### config.mk
export PLATFORM = sky130hd
export DESIGN_NAME = extent_bitmap_allocator_top
export DESIGN_NICKNAME = d
export VERILOG_FILES = /design/src/rtl/core/eba_pkg.sv /design/src/rtl/core/eba_probe.sv /design/src/rtl/core/extent_bitmap_allocator_top.sv
export SDC_FILE = /design/constraint.sdc
export NUM_CORES = 1
export LEC_CHECK = 0
export BUFFER_PORTS_ARGS = -buffer_cell sky130_fd_sc_hd__buf_4
export CAP_MARGIN = 20
export CORE_MARGIN = 1.5
export CORE_UTILIZATION = 63
export DETAILED_ROUTE_END_ITERATION = 10
export GPL_TIMING_DRIVEN = 0
export PLACE_DENSITY = 0.82
export SYNTH_ARGS = -nofsm -noshare
export SYNTH_HDL_FRONTEND = slang
export SYNTH_HIERARCHICAL = 1
export SYNTH_SLANG_ARGS = --single-unit
### constraint.sdc
create_clock -name clk_i -period 11.6 [get_ports clk_i]
set_input_delay 0.58 -clock clk_i [delete_from_list [all_inputs] [get_ports clk_i]]
set_output_delay 0.58 -clock clk_i [all_outputs]
set_load 0.01 [all_outputs]
### src/rtl/core/eba_pkg.sv
`timescale 1ns / 1ps
package eba_pkg;

  localparam int unsigned EXTENTS = 64;
  localparam int unsigned IDX_W   = $clog2(EXTENTS);
  localparam int unsigned EXT_W   = 6;
  localparam int unsigned CNT_W   = 7;
  localparam int unsigned PAGE_W  = 32;
  localparam int unsigned CFG_AW  = 3;
  localparam int unsigned CFG_DW  = 32;

  // word index of the base offset register
  localparam logic REG_BASE_OFFSET = 1'b0;

  typedef enum logic [1:0] {
    CMD_ALLOC   = 2'd0,
    CMD_DEALLOC = 2'd1,
    CMD_LIST    = 2'd2,
    CMD_QUERY   = 2'd3
  } cmd_e;

  typedef struct packed {
    logic [1:0]       command;
    logic [CNT_W-1:0] count;
    logic [EXT_W-1:0] extent;
    logic [CNT_W-1:0] start_index;
  } eba_in_t;

  typedef struct packed {
    logic [PAGE_W-1:0] page_id;
    logic              valid_res;
    logic              last;
    logic              full_res;
    logic [CNT_W-1:0]  granted;
  } eba_out_t;

  // what the probe unit reports about the current map position
  typedef struct packed {
    logic              hit;
    logic              at_end;
    logic [PAGE_W-1:0] page;
  } probe_t;

endpackage

### src/rtl/core/eba_probe.sv
`timescale 1ns / 1ps
module eba_probe
  import eba_pkg::*;
(
  input  logic [EXTENTS-1:0] map_i,
  input  logic [IDX_W-1:0]   idx_i,
  input  logic               alloc_i,
  input  logic [PAGE_W-1:0]  base_i,
  output probe_t             probe_o
);

  logic free_bit;

  assign free_bit = map_i[idx_i];

  // allocate looks for free extents, list for taken ones
  assign probe_o.hit    = alloc_i ? free_bit : !free_bit;
  assign probe_o.at_end = (idx_i == IDX_W'(EXTENTS - 1));
  assign probe_o.page   = base_i + PAGE_W'(idx_i);

endmodule

### src/rtl/core/extent_bitmap_allocator_top.sv
`timescale 1ns / 1ps
// Extent allocator over a 64-bit free map with a next-fit pointer. Each input beat is
// one command: allocate (scan forward from the pointer, no wrap, granting up to count
// extents), deallocate (free one extent, no result, ready again next cycle), list
// (every taken extent from start_index on) or query full (state of the final extent).
// Allocate and list walk the map one extent per cycle through a single probe unit
// (bit select plus base offset adder), except while the output side stalls a result;
// the input is stalled for the whole command. Each result is held back one hit so the
// last flag can be set once the scan ends. base_offset sits at byte address 0 of the
// register port. The user must only write it idle; the block does not enforce this.
module extent_bitmap_allocator_top
  import eba_pkg::*;
(
  input  logic              clk_i,
  input  logic              rst_ni,
  input  logic              psel,
  input  logic              penable,
  input  logic              pwrite,
  input  logic [CFG_AW-1:0] paddr,
  input  logic [CFG_DW-1:0] pwdata,
  output logic [CFG_DW-1:0] prdata,
  output logic              pready,
  input  logic              in_valid_i,
  output logic              in_stall_o,
  input  eba_in_t           in_data_i,
  output logic              out_valid_o,
  input  logic              out_stall_i,
  output eba_out_t          out_data_o
);

  localparam logic [1:0] ST_IDLE = 2'd0;
  localparam logic [1:0] ST_SCAN = 2'd1;
  localparam logic [1:0] ST_FIN  = 2'd2;

  logic [1:0]         state_q, state_d;
  logic [EXTENTS-1:0] map_q, map_d;
  logic [IDX_W-1:0]   next_ptr_q, next_ptr_d;
  logic [IDX_W-1:0]   idx_q, idx_d;
  logic [CNT_W-1:0]   got_q, got_d;
  logic [CNT_W-1:0]   count_q, count_d;
  logic               alloc_q, alloc_d;
  logic               full_q, full_d;
  logic               pend_q, pend_d;
  logic [PAGE_W-1:0]  pend_page_q, pend_page_d;
  logic [CNT_W-1:0]   pend_granted_q, pend_granted_d;
  logic               out_valid_q, out_valid_d;
  eba_out_t           out_q, out_d;
  logic [PAGE_W-1:0]  base_q;
  logic               can_push;
  logic               cfg_wr;
  probe_t             probe;

  eba_probe u_probe (
    .map_i   (map_q),
    .idx_i   (idx_q),
    .alloc_i (alloc_q),
    .base_i  (base_q),
    .probe_o (probe)
  );

  assign pready = 1'b1;
  assign cfg_wr = psel && penable && pwrite && (paddr[2] == REG_BASE_OFFSET);
  assign prdata = (paddr[2] == REG_BASE_OFFSET) ? base_q : '0;

  assign in_stall_o  = (state_q != ST_IDLE);
  assign out_valid_o = out_valid_q;
  assign out_data_o  = out_q;
  assign can_push    = !out_valid_q || !out_stall_i;

  always_comb begin
    state_d        = state_q;
    map_d          = map_q;
    next_ptr_d     = next_ptr_q;
    idx_d          = idx_q;
    got_d          = got_q;
    count_d        = count_q;
    alloc_d        = alloc_q;
    full_d         = full_q;
    pend_d         = pend_q;
    pend_page_d    = pend_page_q;
    pend_granted_d = pend_granted_q;
    out_d          = out_q;
    out_valid_d    = out_valid_q && out_stall_i;

    unique case (state_q)
      ST_IDLE: begin
        if (in_valid_i) begin
          pend_d  = 1'b0;
          full_d  = 1'b0;
          got_d   = '0;
          count_d = in_data_i.count;
          unique case (in_data_i.command)
            CMD_ALLOC: begin
              alloc_d = 1'b1;
              idx_d   = next_ptr_q;
              state_d = ST_SCAN;
            end
            CMD_DEALLOC: begin
              if ({1'b0, in_data_i.extent} < (EXT_W + 1)'(EXTENTS)) begin
                map_d[in_data_i.extent[IDX_W-1:0]] = 1'b1;
              end
            end
            CMD_LIST: begin
              alloc_d = 1'b0;
              if (in_data_i.start_index < CNT_W'(EXTENTS)) begin
                idx_d   = in_data_i.start_index[IDX_W-1:0];
                state_d = ST_SCAN;
              end else begin
                state_d = ST_FIN;
              end
            end
            CMD_QUERY: begin
              full_d  = !map_q[EXTENTS-1];
              state_d = ST_FIN;
            end
            default: ;
          endcase
        end
      end
      ST_SCAN: begin
        if (alloc_q && (got_q == count_q)) begin
          state_d = ST_FIN;
        end else if (!(probe.hit && pend_q && !can_push)) begin
          if (probe.hit) begin
            // the held result is now known not to be the last one
            if (pend_q) begin
              out_valid_d     = 1'b1;
              out_d.page_id   = pend_page_q;
              out_d.valid_res = 1'b1;
              out_d.last      = 1'b0;
              out_d.full_res  = 1'b0;
              out_d.granted   = pend_granted_q;
            end
            pend_d      = 1'b1;
            pend_page_d = probe.page;
            if (alloc_q) begin
              map_d[idx_q]   = 1'b0;
              next_ptr_d     = idx_q;
              got_d          = got_q + CNT_W'(1);
              pend_granted_d = got_q + CNT_W'(1);
            end else begin
              pend_granted_d = '0;
            end
          end
          if (probe.at_end) begin
            state_d = ST_FIN;
          end else begin
            idx_d = idx_q + IDX_W'(1);
          end
        end
      end
      ST_FIN: begin
        if (can_push) begin
          out_valid_d    = 1'b1;
          out_d.last     = 1'b1;
          out_d.full_res = full_q;
          if (pend_q) begin
            out_d.page_id   = pend_page_q;
            out_d.valid_res = 1'b1;
            out_d.granted   = pend_granted_q;
          end else begin
            // marker beat: nothing granted or listed
            out_d.page_id   = '0;
            out_d.valid_res = 1'b0;
            out_d.granted   = '0;
          end
          pend_d  = 1'b0;
          state_d = ST_IDLE;
        end
      end
      default: state_d = ST_IDLE;
    endcase
  end

  always_ff @(posedge clk_i or negedge rst_ni) begin
    if (!rst_ni) begin
      state_q     <= ST_IDLE;
      map_q       <= '1;
      next_ptr_q  <= '0;
      idx_q       <= '0;
      got_q       <= '0;
      count_q     <= '0;
      alloc_q     <= 1'b0;
      full_q      <= 1'b0;
      pend_q      <= 1'b0;
      out_valid_q <= 1'b0;
      base_q      <= '0;
    end else begin
      state_q     <= state_d;
      map_q       <= map_d;
      next_ptr_q  <= next_ptr_d;
      idx_q       <= idx_d;
      got_q       <= got_d;
      count_q     <= count_d;
      alloc_q     <= alloc_d;
      full_q      <= full_d;
      pend_q      <= pend_d;
      out_valid_q <= out_valid_d;
      if (cfg_wr) begin
        base_q <= pwdata;
      end
    end
  end

  always_ff @(posedge clk_i) begin
    pend_page_q    <= pend_page_d;
    pend_granted_q <= pend_granted_d;
    out_q          <= out_d;
  end

endmodule

# Yosys cells after proc, flatten, opt, wreduce, memory -nomap -nowiden
# Index checks and enable logic that the tools add are counted.
[word_totals]
ff_bits = 209
latchBits = 0
ramBits = 0
rom_bits = 0
in_bits = 64
wordCells = 143
memories = 0
[classes]
addsub = 3
n_mul = 0
div_mod_pow = 0
magnitude_cmp = 5
n_eq_ne = 21
shift = 0
n_mux = 58
n_bitwise = 6
n_reduce_logical = 32
[ops]
columns = ["operator", "n"]
rows = [
  ["2-to-1 mux 64 bit", 6],
  ["2-to-1 mux 42 bit", 5],
  ["one-hot mux 64 bit (2 select lines)", 1],
  ["one-hot mux 42 bit (2 select lines)", 1],
  ["AND 64 bit", 1],
  ["NOT 64 bit", 1],
  ["OR 64 bit", 1],
  ["2-to-1 mux 7 bit", 6],
  ["2-to-1 mux 33 bit", 1],
  ["adder 32 x 6 -> 32 bit", 1],
  ["2-to-1 mux 32 bit", 1],
  ["2-to-1 mux 6 bit", 5],
  ["one-hot mux 6 bit (2 select lines)", 2],
  ["AND reduction 6 bit", 3],
  ["!= test 2 bit, second input constant", 8],
  ["2-to-1 mux 1 bit", 15],
  ["less-than comparator 6 x 7 -> 1 bit, second input constant", 2],
  ["one-hot mux 7 bit (2 select lines)", 1],
  ["AND reduction 7 bit", 2],
  ["demux 1 bit (select 6 bit)", 2],
  ["greater-or-equal comparator 6 x 1 -> 1 bit, second input constant", 2],
  ["2-to-1 mux 2 bit", 6],
  ["one-hot mux 2 bit (3 select lines)", 2],
  ["AND reduction 5 bit", 2],
  ["24 further kinds", 48],
]

# Logic depth before layout (Yosys ltp)
# Gate-level depths: netlist (run 1).
[logic_depth]
word_depth = 11
depth_mapped = 14
mapped_depth_nobuf = 11

# Hierarchy
# Netlist (run 1), hierarchy kept.
[modules_own_cells]
columns = ["module", "instances", "cells_each", "area_per_inst_um2", "seq_area_each_um2"]
rows = [
  ["extent_bitmap_allocator_top", 1, 726, 9106.2, 5715.5],
  ["eba_probe", 1, 139, 1303.8, 0.0],
]

# Worst setup path before layout (run 1)
# Ideal clock, no wire load.
[synth_timing]
path_type = "flip-flop to flip-flop"
from = "reg idx_q[0]"
to = "reg out_q, in the netlist out_data_o[0], enable pin"
arrival_ns = 3.377
path_slack_ns = 7.819
path_stages_with_launch = 11
path_buffers = 2
synth_period_minus_slack_ns = 3.781
path_cell_list = "dfrtp_1 buf_4 buf_6 mux4_2 mux2_2 o211ai_1 o32ai_1 xnor2_1 nand3_1 o21ai_0 and3_1"
[synth_rtl]
columns = ["item", "line", "rtl"]
rows = [
  ["start: declaration", "extent_bitmap_allocator_top.sv:38", "logic [IDX_W-1:0] idx_q, idx_d;"],
  ["start signal: assignment", "extent_bitmap_allocator_top.sv:192", "idx_q <= idx_d;"],
  ["end signal: assignment", "extent_bitmap_allocator_top.sv:208", "out_q <= out_d;"],
  ["end: declaration", "extent_bitmap_allocator_top.sv:47", "eba_out_t out_q, out_d;"],
]

==> impl_summary.txt, run 1 <==
----------------------------------------------------
[Drt]
  DRC marker count from the first detailed-route iteration ... roughly 670
  Via count ... 7737
  DRT Pass-1 Iters ... 5
  Ratio of routed vias to standard cells ... slightly above 6
  Total Routed Length ... between 20000 and 30000 um
  Antenna violation net count after detailed routing ... 0
  Routed length per instance ... 20.1 um
  Number of design rule violations left after detail routing ... 0

[Placed design]
  Final estimated routing congestion in global placement ... between 0.9 and 1
  Number of buffers added on ports ... 136
  Post-place setup slack ... roughly 7.5 ns
  HPWL reported at the end of detailed placement ... between 15000 and 20000 um
  Cells after DPL ... 1219
  Post-place instance area ... 0.0117 mm2

[GRT]
  Congestion Overflow GR ... 0
  Initial antenna violation count ... 0
  GR Util All Layers ... between 20% and 30%
  Wire length of the first global-routing pass ... 39800 um
  Maximum number of pins on one net before global-route repair ... between 70 and 80
  Number of global-route vias before repair ... ~7400

[Clocking]
  Hold buffers post-CTS ... 0
  Number of H-tree branching levels ... 1
  TritonCTS Buffers ... 21
  Sinks on Clock Net ... 209
  Buffer levels on the longest clock path ... 3
  TritonCTS clock tree ... built
  Worst-path clk slew ... around 0.07 ns
  Number of setup buffers added after CTS ... 0
  Total of cells resized after clock tree synthesis ... 0
  Latest clock arrival within the worst-skew pair ... approximately 0.51 ns
  CTS Root Buffer Type ... clkbuf_16

[Synth]
  Mean area per synthesized cell ... roughly 12 um2
  Unique masters post-synth ... 72
  Post-synth EDFFs ... ~80
  Area of the mapped netlist ... 0.0104 mm2
  Top flip-flop cell by instance count after synthesis ... edfxtp_1
  Post-synthesis sequential area ratio ... approximately 55%
  Largest area contributor in the netlist ... edfxtp_1
  Yosys Warn Count ... 6
  Syn_nets ... about 950
  Synthesized netlist cell count ... just under 900
  Cell with the most instances after synthesis ... a21oi_1
  Synth area leaders ... edfxtp_1 (23%), dfstp_2 (16%), dfrtp_1 (15%)
  Fraction of registers with async set/reset ... roughly 60%
  Most numerous cell types in the synthesized netlist ... a21oi_1 (97), edfxtp_1 (81), dfrtp_1 (64), dfstp_2 (64), and2_1 (50)
  Post-synth top area share ... between 20% and 30%
  Synth Register Bits ... approximately 210

[Finish]
  Final Instance Area ... between 0.01 and 0.015 mm2
  Cell Count, Final, Fillers Out ... between 1000 and 1500
  Layout cells sized above 1 ... about a third
  Number of diodes added for antenna fixing ... 0
  Layout overhead on the synthesized area ... 19.1%
  # nets final ... roughly 1100

[STA]
  Setup TNS ... 0 ns
  Shortest clock period the worst path allows after layout ... 4.18 ns
  Count of endpoints failing hold in the final timing report ... 0
  Part of the cycle the worst path needs ... 36.1%
  Max Freq ... approximately 0.24 GHz
  Measured slew at the worst slew-check pin ... ~0.96 ns
  Worst slew margin ... between 30% and 40%
  RSZ-0062 raised after global routing ... no
  Max-slew violation count ... 0
  Post-layout worst setup margin ... approximately 7.4 ns
  Clock skew after layout ... ~0.024 ns
  Setup violation total in the final timing report ... 0

[Floorplan]
  Number of placed I/O pins ... ~140
  Starting density of the core ... roughly two thirds
  Die footprint ... 0.0173 mm2
  Placement Rows ... 46
  Core box area ... between 0.015 and 0.02 mm2
  Die outline height ... roughly 130 um
  Width of the die ... between 100 and 150 um

[Run status]
  Result of the run ... finished, final reports clean

[Pwr]
  Leakage power of the design ... 0.00492 uW
  Maximum vdd drop ... 0.179 mV
  Total power divided by cell area ... 231 mW/mm2

[Worst setup path]
  Crit-path max cell delay ... approximately 0.60 ns
  Ordered cell list for the critical path ... buf_2 -> buf_2 -> mux4_2 -> mux2i_1 -> mux2i_1 -> nor2_1 -> o32ai_1 -> xnor2_1 -> nand4_1 -> o2111a_1 -> o211ai_2 -> nor3b_2 -> a21oi_1
  Category of the most critical setup path ... flip-flop to flip-flop
  Cell type of the slowest stage on the worst timing path ... nor3b_2
  Largest fanout on the critical path ... 10
  Type of element capturing the critical path ... flip-flop
  Required arrival time at the worst endpoint ... roughly 12 ns
  Setup slack on the worst flop-to-flop path ... 7.42 ns
  Arrival time worst endpoint ... about 4.6 ns
  Worst Setup Start Kind ... flip-flop

[Hold path]
  Path class of the lowest-slack min-delay path ... input pin to asynchronous set/reset pin

[Flow run]
  Max-Cap Viols ... 0

----------------------------------------------------
==> worst max-delay path, delay by kind of cell, from the launching register on <==
family                    cells  cell delay, ns
and+or+nand+nor               3            0.91
DFF                           1            0.54
xor gates and xnor gates      1            0.25
AOI/OAI and AO/OA             4            1.16
buffers and inverters         2            0.65
muxes                         3            0.55
==> cells in the final DEF, fill, tap and decap left out, types with 6 or more instances in the layout <==
master       n
clkbuf_16   21
nand3_1     21
o211ai_1     7
nor2_1      26
inv_1       18
mux4_2      17
ha_1        16
dfstp_2     64
mux2i_1     12
a21oi_1     97
o221ai_1     6
and2_1      50
o21ai_0     25
clkbuf_1    40
nor2b_1     38
o31ai_1     19
mux2_2      48
dfrtp_1     64
nand2b_1     8
a31oi_1      7
buf_4      138
nand4_1     10
xnor2_1     27
edfxtp_1    81
xor2_1      10
and3b_1      6
nand2_1     30
and3_1      11
buf_2        8
==> kinds of logic (layout without fill, tap and decap cells) <==
group,after synthesis,count (layout),synth area share (%)
AND/OR/NAND/NOR,254,254,14.8
flip-flops,209,209,54.9
AO/OA/AOI/OAI,193,193,11.3
multiplexers,79,79,10.3
buffers and inverters,72,248,2.93
XOR/XNOR,40,40,3.58
adder cells (fa/ha/maj),17,17,2.12
other,1,1,0.0360
==> where the power goes <==
group | switching, uW | leakage, uW | internal, uW | total [uW]
logic | 563 | 0.00241 | 444 | 1010
registers | 136 | 0.00219 | 1060 | 1190
clock network | 283 | 0.000325 | 379 | 662
==> cell type report <==
| class | count | area (um2) |
|---|---|---|
| Sequential cell | 209 | 5720 |
| Multi-Input combinational cell | 584 | 4390 |
| Fill cell | 1057 | 3600 |
| Timing Repair Buffer | 138 | 1060 |
| Clock buffer | 25 | 541 |
| Tap cell | 216 | 270 |
| Buffer | 53 | 234 |
| Clock inverter | 13 | 119 |
| Inverter | 19 | 71.3 |
==> metal layers <==
metal | part of all wire, % | routed length [um] | GRT usage [%] | up-vias
met2 | 48 | 12200 | 48.6 | 372
met5 | 0 | 0 | 0 | -
met3 | 6.7 | 1710 | 3.63 | 66
li1 | - | - | - | 3508
met1 | 42 | 10500 | 39.5 | 3791
met4 | 3.3 | 835 | 10.4 | 0
==> state kept, by name, indices dropped and copies added (netlist names) <==
signal and cells:
alloc_q 1, base_q 32, count_q 7, full_q 1, got_q 7, idx_q 6
map_q 64, next_ptr_q 6, out_data_o 42, out_valid_o 1, pend_granted_q 7, pend_page_q 32
pend_q 1, state_q 2
==> through the flow <==
step | hold WS, ns | power [uW] | utilization, %
after global routing | 0.0538 | 2990 | 77.5
after CTS | 0.0270 | 2850 | 77.5
after global placement | 0.462 | 2170 | 73.1
after floorplan | 0.284 | 1840 | -
final | 0.0148 | 2860 | 77.5
after detailed placement | 0.471 | 2190 | 73.4
==> final timing paths <==
check / endpoint / cells past startpoint / from
min: base_q[18] / 1 / rst_ni
min reg2reg: map_q[22] / 2 / map_q[22]
max reg2reg: map_q[8] / 13 / idx_q[1]
max in group asynchronous: map_q[59] / 2 / rst_ni
min in group clk_i: base_q[24] / 2 / pwdata[24]
max: map_q[8] / 13 / idx_q[1]
No activity file was read; power rests on OpenSTA's default activity.
==> run 2, diff against run 1 <==
--- a/config.mk
+++ b/config.mk
@@ -8,10 +8,10 @@
 export BUFFER_PORTS_ARGS = -buffer_cell sky130_fd_sc_hd__buf_4
 export CAP_MARGIN = 20
 export CORE_MARGIN = 1.5
-export CORE_UTILIZATION = 63
+export CORE_UTILIZATION = 58
 export DETAILED_ROUTE_END_ITERATION = 10
 export GPL_TIMING_DRIVEN = 0
-export PLACE_DENSITY = 0.82
+export PLACE_DENSITY = 0.76
 export SYNTH_ARGS = -nofsm -noshare
 export SYNTH_HDL_FRONTEND = slang
 export SYNTH_HIERARCHICAL = 1
==> constraint.sdc (replaced) <==
create_clock -name clk_i -period 4.4 [get_ports clk_i]
set_input_delay 0.22 -clock clk_i [delete_from_list [all_inputs] [get_ports clk_i]]
set_output_delay 0.22 -clock clk_i [all_outputs]
set_load 0.01 [all_outputs]
==> impl_summary.txt, run 2 (synthesis gave the netlist of run 1 again) <==
----------------------------------------------------
[Drt]
  Routed length per instance ... 19.9 um (-1.3%)
  Metal1 wirelength ... 10400 um (-1.3%)
  Met3 routed wirelength ... 1870 um (+9.8%)
  Number of design rule violations left after detail routing ... 0 (unchanged)
  DRT Pass-1 Iters ... 5 (unchanged)
  Met2 Wirelength ... 12700 um (+3.9%)
  Ratio of routed vias to standard cells ... 6.02 (-2.2%)
  Total Routed Length ... 26000 um (+2.7%)
  DRC marker count from the first detailed-route iteration ... 556 (-17%)
  Via count ... 7873 (+1.8%)
  Antenna violation net count after detailed routing ... 0 (unchanged)
  Highest signal layer in the routed design ... met4

[STA]
  Shortest clock period the worst path allows after layout ... 4.17 ns (-0.0162 ns)
  Max Freq ... 0.240 GHz (+0.39%)
  Setup TNS ... 0 ns (unchanged)
  RSZ-0062 raised after global routing ... no
  Measured slew at the worst slew-check pin ... 0.991 ns (+0.0331 ns)
  Max-slew violation count ... 0 (unchanged)
  Clock skew after layout ... 0.0131 ns (-0.0108 ns)
  Setup violation total in the final timing report ... 0 (unchanged)
  Part of the cycle the worst path needs ... 94.7% (+59 points)
  Worst slew margin ... 33.8% (-2.2 points)
  Count of endpoints failing hold in the final timing report ... 0 (unchanged)

[Finish]
  Most frequent standard cell in the layout excluding fill and tap cells ... buf_4
  Top library cells by usage in the layout, fill and taps aside ... buf_4 (138), a21oi_1 (97), edfxtp_1 (81), dfstp_2 (64), dfrtp_1 (63)
  Largest register FFs ... 64 (unchanged)
  Number of diodes added for antenna fixing ... 0 (unchanged)
  Final Instance Area ... 0.0129 mm2 (+4.0%)
  Largest Register ... map_q
  Layout overhead on the synthesized area ... 23.9%
  Layout cells sized above 1 ... 31.4% (-0.88 points)
  Filler cells ... 1215 (+15%)
  Cell Count, Final, Fillers Out ... 1308 (+4.1%)
  # nets final ... 1148 (+3.7%)

[Hold path]
  Path class of the lowest-slack min-delay path ... input pin to flip-flop
  HP Start ... in_data_i[8]

[Worst setup path]
  Largest fanout on the critical path ... 42 (+32)
  Worst Setup SP ... idx_q[0]
  Type of element capturing the critical path ... flip-flop
  Crit path buffers/inverters ... 2 (unchanged)
  Start of the worst register-to-register path ... idx_q[0]
  CP top delay family ... simple AND/OR/NAND/NOR gates
  Ordered cell list for the critical path ... buf_4 -> buf_6 -> mux4_2 -> mux2i_1 -> mux2i_1 -> nor2_1 -> o32ai_1 -> xnor2_1 -> nand3_1 -> o21ai_0 -> and3_2
  Worst Setup Start Kind ... flip-flop
  Category of the most critical setup path ... flip-flop to flip-flop
  Arrival time worst endpoint ... 4.29 ns (-0.29 ns)
  Cell type of the slowest stage on the worst timing path ... and3_2
  Cell repeated most along the worst path ... mux2i_1
  Required arrival time at the worst endpoint ... 4.52 ns (-7.48 ns)
  Crit-path max cell delay ... 0.83 ns (+0.23 ns)

[Clocking]
  Latest clock arrival within the worst-skew pair ... 0.50 ns (about the same)
  CTS Root Buffer Type ... clkbuf_16
  Number of setup buffers added after CTS ... 0 (unchanged)
  TritonCTS Buffers ... 22 (+4.8%)
  Buffer levels on the longest clock path ... 3 (unchanged)
  TritonCTS clock tree ... built
  Worst-path clk slew ... 0.06 ns (about the same)
  Number of H-tree branching levels ... 1 (unchanged)
  Sinks on Clock Net ... 209 (unchanged)

[Pwr]
  Total power divided by cell area ... 597 mW/mm2 (+160%)
  Maximum vdd drop ... 0.354 mV (+98%)
  Leakage power of the design ... 0.00513 uW (+4.2%)

[Placed design]
  Number of buffers added on ports ... 136 (unchanged)
  Cells after DPL ... 1228 (+0.74%)
  Post-place instance area ... 0.0118 mm2 (about the same)
  Final estimated routing congestion in global placement ... 0.917 (about the same)
  HPWL reported at the end of detailed placement ... 18100 um (+1.5%)

[GRT]
  Maximum number of pins on one net before global-route repair ... 75 (-5.1%)
  GR Util All Layers ... 28.1% (-1.0 points)
  Number of global-route vias before repair ... 7509 (+1.7%)
  Congestion Overflow GR ... 0 (unchanged)
  Initial antenna violation count ... 0 (unchanged)
  Wire length of the first global-routing pass ... 40400 um (+1.4%)

[Floorplan]
  Number of placed I/O pins ... 141 (unchanged)
  Starting density of the core ... 59.8% (-5.3 points)
  Width of the die ... 137 um (+4.1%)
  Die footprint ... 0.0188 mm2 (+8.4%)
  Die outline height ... 137 um (+4.1%)
  Core box area ... 0.0174 mm2 (+8.9%)
  Placement Rows ... 48 (+4.3%)

[Run status]
  Result of the run ... finished, final reports clean

[Flow run]
  Max-Cap Viols ... 0 (unchanged)

----------------------------------------------------
-- run 2: through the flow --
stage | power, uW | util [%] | setup WS (ns) | hold slack [ns]
floorplan | 4840 | - | 0.619 | -0.0756
global placement | 5730 | 67.2 | -0.212 | 0.454
detailed placement | 5800 | 67.5 | 0.288 | 0.302
CTS | 7710 | 74.0 | 0.233 | 0.0239
global route | 8110 | 74.1 | 0.00711 | 0.0579
finish | 7700 | 74.1 | 0.234 | 0.0376
-- run 2: report_power, final --
group          total (uW)  switching [uW]  internal, uW
registers            3160             363          2790
clock network        1870             732          1140
logic                2680            1480          1190
total                7700            2580          5130
-- run 2: timing repair --
| item | 4_1_cts | 5_1_grt |
|---|---|---|
| hold buffers | 40 | 0 |
| hold endpoints to repair | 77 | 0 |
| setup endpoints to repair | 0 | 13 |
| gates resized for setup | 0 | 2 |
-- run 2: final timing paths --
| path | cells past startpoint | end | slack (ns) |
|---|---|---|---|
| worst max register to register | 11 | out_data_o[16] | 0.23 |
| min in group asynchronous | 2 | next_ptr_q[1] | 0.33 |
| worst min-delay path | 4 | map_q[1] | 0.04 |
| max in group asynchronous | 3 | map_q[43] | 3.32 |
| worst min register to register | 2 | map_q[22] | 0.48 |
| worst max-delay path | 11 | out_data_o[16] | 0.23 |
-- run 2: tightest hold or removal path: stages --
cell     delay [ns]
buf_4          0.10
nor3b_1        0.09
nand2_1        0.08
nand2_1        0.05
-- run 2: final cells by class --
type	instances	area, um2	area share, %
inverter	19	71.3	0.553
tap	225	282	2.18
timing repair buffer	178	1460	11.3
clock inverter	8	91.3	0.708
buffer	53	234	1.81
sequential	209	5720	44.3
multi-input combinational	584	4400	34.1
clock buffer	32	649	5.03
-- run 2: layer usage --
layer / vias to the layer above / track usage [%]
li1: 3585 / -
met1: 3855 / 37.6
met2: 356 / 46.6
met3: 77 / 4.19
met4: 0 / 10.5
met5: - / 0
==> run 3, diff against run 2 <==
==> constraint.sdc (replaced) <==
create_clock -name clk_i -period 4.64 [get_ports clk_i]
set_input_delay 0.232 -clock clk_i [delete_from_list [all_inputs] [get_ports clk_i]]
set_output_delay 0.232 -clock clk_i [all_outputs]
set_load 0.01 [all_outputs]
==> impl_summary.txt, run 3 (synthesis gave the netlist of run 1 again) <==
----------------------------------------------------
[Run status]
  Result of the run ... finished, final reports clean

[Clocking]
  Latest clock arrival within the worst-skew pair ... 0.50 ns (about the same)
  Sinks on Clock Net ... 209 (unchanged)
  Worst-path clk slew ... 0.06 ns (about the same)
  CTS Root Buffer Type ... clkbuf_16
  Buffer levels on the longest clock path ... 3 (unchanged)
  Number of H-tree branching levels ... 1 (unchanged)
  TritonCTS Buffers ... 22 (unchanged)
  Number of setup buffers added after CTS ... 0 (unchanged)
  TritonCTS clock tree ... built

[Finish]
  Multi-input gate area ... 0.00439 mm2 (-0.14%)
  Largest Register ... map_q
  Layout overhead on the synthesized area ... 23.8% (about the same)
  Top library cells by usage in the layout, fill and taps aside ... buf_4 (138), a21oi_1 (97), edfxtp_1 (81), dfrtp_1 (64), dfstp_2 (64)
  Filler cells ... 1219 (+0.33%)
  Storage element area ... 0.00572 mm2 (about the same)
  Most frequent standard cell in the layout excluding fill and tap cells ... buf_4
  # nets final ... 1148 (unchanged)
  Largest register FFs ... 64 (unchanged)
  Cell Count, Final, Fillers Out ... 1308 (unchanged)
  Layout cells sized above 1 ... 31.3% (-0.092 points)
  Number of diodes added for antenna fixing ... 0 (unchanged)

[GRT]
  Initial antenna violation count ... 0 (unchanged)
  Met2 layer usage reported by global route ... 46.6% (unchanged)
  Maximum number of pins on one net before global-route repair ... 75 (unchanged)
  Wire length of the first global-routing pass ... 40400 um (unchanged)
  Number of global-route vias before repair ... 7509 (unchanged)
  GR Util All Layers ... 28.1% (unchanged)
  Met3 track demand over resource in global routing ... 4.19% (unchanged)
  Met1 track demand over resource ... 37.6% (unchanged)
  Congestion Overflow GR ... 0 (unchanged)
  Busiest layer in global routing ... met2

[STA]
  Setup TNS ... 0 ns (unchanged)
  RSZ-0062 raised after global routing ... no
  Clock skew after layout ... 0.0112 ns (-0.00191 ns)
  Setup violation total in the final timing report ... 0 (unchanged)
  Max Freq ... 0.234 GHz (-2.5%)
  Part of the cycle the worst path needs ... 92.0% (-2.6 points)
  Measured slew at the worst slew-check pin ... 1.01 ns (+0.0157 ns)
  Count of endpoints failing hold in the final timing report ... 0 (unchanged)
  Max-slew violation count ... 0 (unchanged)
  Shortest clock period the worst path allows after layout ... 4.27 ns (+0.105 ns)
  Worst slew margin ... 32.7% (-1.0 points)

[Worst setup path]
  Largest fanout on the critical path ... 10 (-76%)
  CP top delay family ... compound AO/OA/AOI/OAI gates
  Category of the most critical setup path ... flip-flop to flip-flop
  Type of element capturing the critical path ... flip-flop
  Required arrival time at the worst endpoint ... 5.03 ns (+0.51 ns)
  Crit path buffers/inverters ... 2 (unchanged)
  Crit-path max cell delay ... 0.57 ns (-0.26 ns)
  Cell type of the slowest stage on the worst timing path ... dfrtp_1
  Worst Setup Start Kind ... flip-flop
  Arrival time worst endpoint ... 4.66 ns (+0.37 ns)
  Ordered cell list for the critical path ... buf_2 -> buf_2 -> mux4_2 -> mux2i_1 -> mux2i_1 -> nor2_1 -> o32ai_1 -> xnor2_1 -> nand4_1 -> o2111a_1 -> o211ai_2 -> nor3b_2 -> a21oi_1

[Drt]
  Routed length per instance ... 19.9 um (about the same)
  Via count ... 7831 (-0.53%)
  Antenna violation net count after detailed routing ... 0 (unchanged)
  Total Routed Length ... 26000 um (about the same)
  DRT Pass-1 Iters ... 5 (unchanged)
  DRC marker count from the first detailed-route iteration ... 582 (+4.7%)
  Number of design rule violations left after detail routing ... 0 (unchanged)
  Ratio of routed vias to standard cells ... 5.99 (-0.53%)

[Placed design]
  HPWL reported at the end of detailed placement ... 18100 um (unchanged)
  Number of buffers added on ports ... 136 (unchanged)
  Final estimated routing congestion in global placement ... 0.917 (unchanged)
  Cells after DPL ... 1228 (unchanged)

[Floorplan]
  Placement Rows ... 48 (unchanged)
  Width of the die ... 137 um (unchanged)
  Starting density of the core ... 59.8% (unchanged)
  Die footprint ... 0.0188 mm2 (unchanged)
  Core box area ... 0.0174 mm2 (unchanged)
  Die outline height ... 137 um (unchanged)
  Number of placed I/O pins ... 141 (unchanged)

[Flow run]
  Max-Cap Viols ... 0 (unchanged)

[Hold path]
  Path class of the lowest-slack min-delay path ... input pin to flip-flop

[Pwr]
  Total power divided by cell area ... 567 mW/mm2 (-5.1%)
  Leakage power of the design ... 0.00513 uW (about the same)
  Maximum vdd drop ... 0.337 mV (-4.9%)

----------------------------------------------------
run 3: cell counts in the layout (fill, tap and decap cells not counted):
Identical to the previous run, type by type.
run 3: path summary, 6_finish.rpt:
path                               from            end  slack [ns]  cells after the start
setup / recovery               idx_q[1]      map_q[10]        0.37                     13
min in group asynchronous        rst_ni  next_ptr_q[1]        0.35                      2
hold / removal             in_data_i[8]       map_q[1]        0.06                      4
setup reg to reg               idx_q[1]      map_q[10]        0.37                     13
max in group asynchronous        rst_ni      map_q[43]        3.54                      3
hold reg to reg               map_q[22]      map_q[22]        0.48                      2
run 3: stage by stage:
stage          utilization (%)  area (um2)  hold WS (ns)  setup slack, ns  power [uW]
4_1_cts                   74.0       12900        0.0359            0.473        7310
3_3_place_gp              67.2       11700         0.465           0.0276        5430
3_5_place_dp              67.5       11800         0.314            0.528        5500
2_1_floorplan                -       10400       -0.0636            0.859        4590
5_1_grt                   74.0       12900        0.0699            0.160        7690
6_report                  74.0       12900        0.0551            0.369        7300
run 3: area by class of cell:
cell class              count  share of cell area, %
flip-flops and latches    209                   44.3
multi-input cells         584                   34.1
repair buffers            178                   11.3
clock buffers              32                   5.04
well taps                 225                   2.18
plain buffers              53                   1.81
clock inverters             8                  0.708
inverters                  19                  0.553
run 3: what timing repair did:
action / in CTS / in global routing
hold buffers: 40 / 0
hold endpoints to repair: 77 / 0
gates resized for setup: 0 / 0
run 3: layer usage:
layer / vias up / routed length, um
li1: 3588 / -
met1: 3832 / 10600
met2: 340 / 12800
met3: 71 / 1640
met4: 0 / 956
met5: - / 0
run 3: worst register-to-register path, cell delays in order (launching register included):
cell      delay (ns)
dfrtp_1         0.57
buf_2           0.31
buf_2           0.35
mux4_2          0.26
mux2i_1         0.07
mux2i_1         0.28
nor2_1          0.08
o32ai_1         0.47
xnor2_1         0.27
nand4_1         0.24
o2111a_1        0.31
o211ai_2        0.23
nor3b_2         0.57
a21oi_1         0.16
run 3: report_power, final:
group / switching [uW] / internal [uW] / total (uW)
clock: 696 / 1080 / 1780
combinational: 1400 / 1130 / 2540
sequential: 345 / 2650 / 2990
total: 2440 / 4860 / 7300
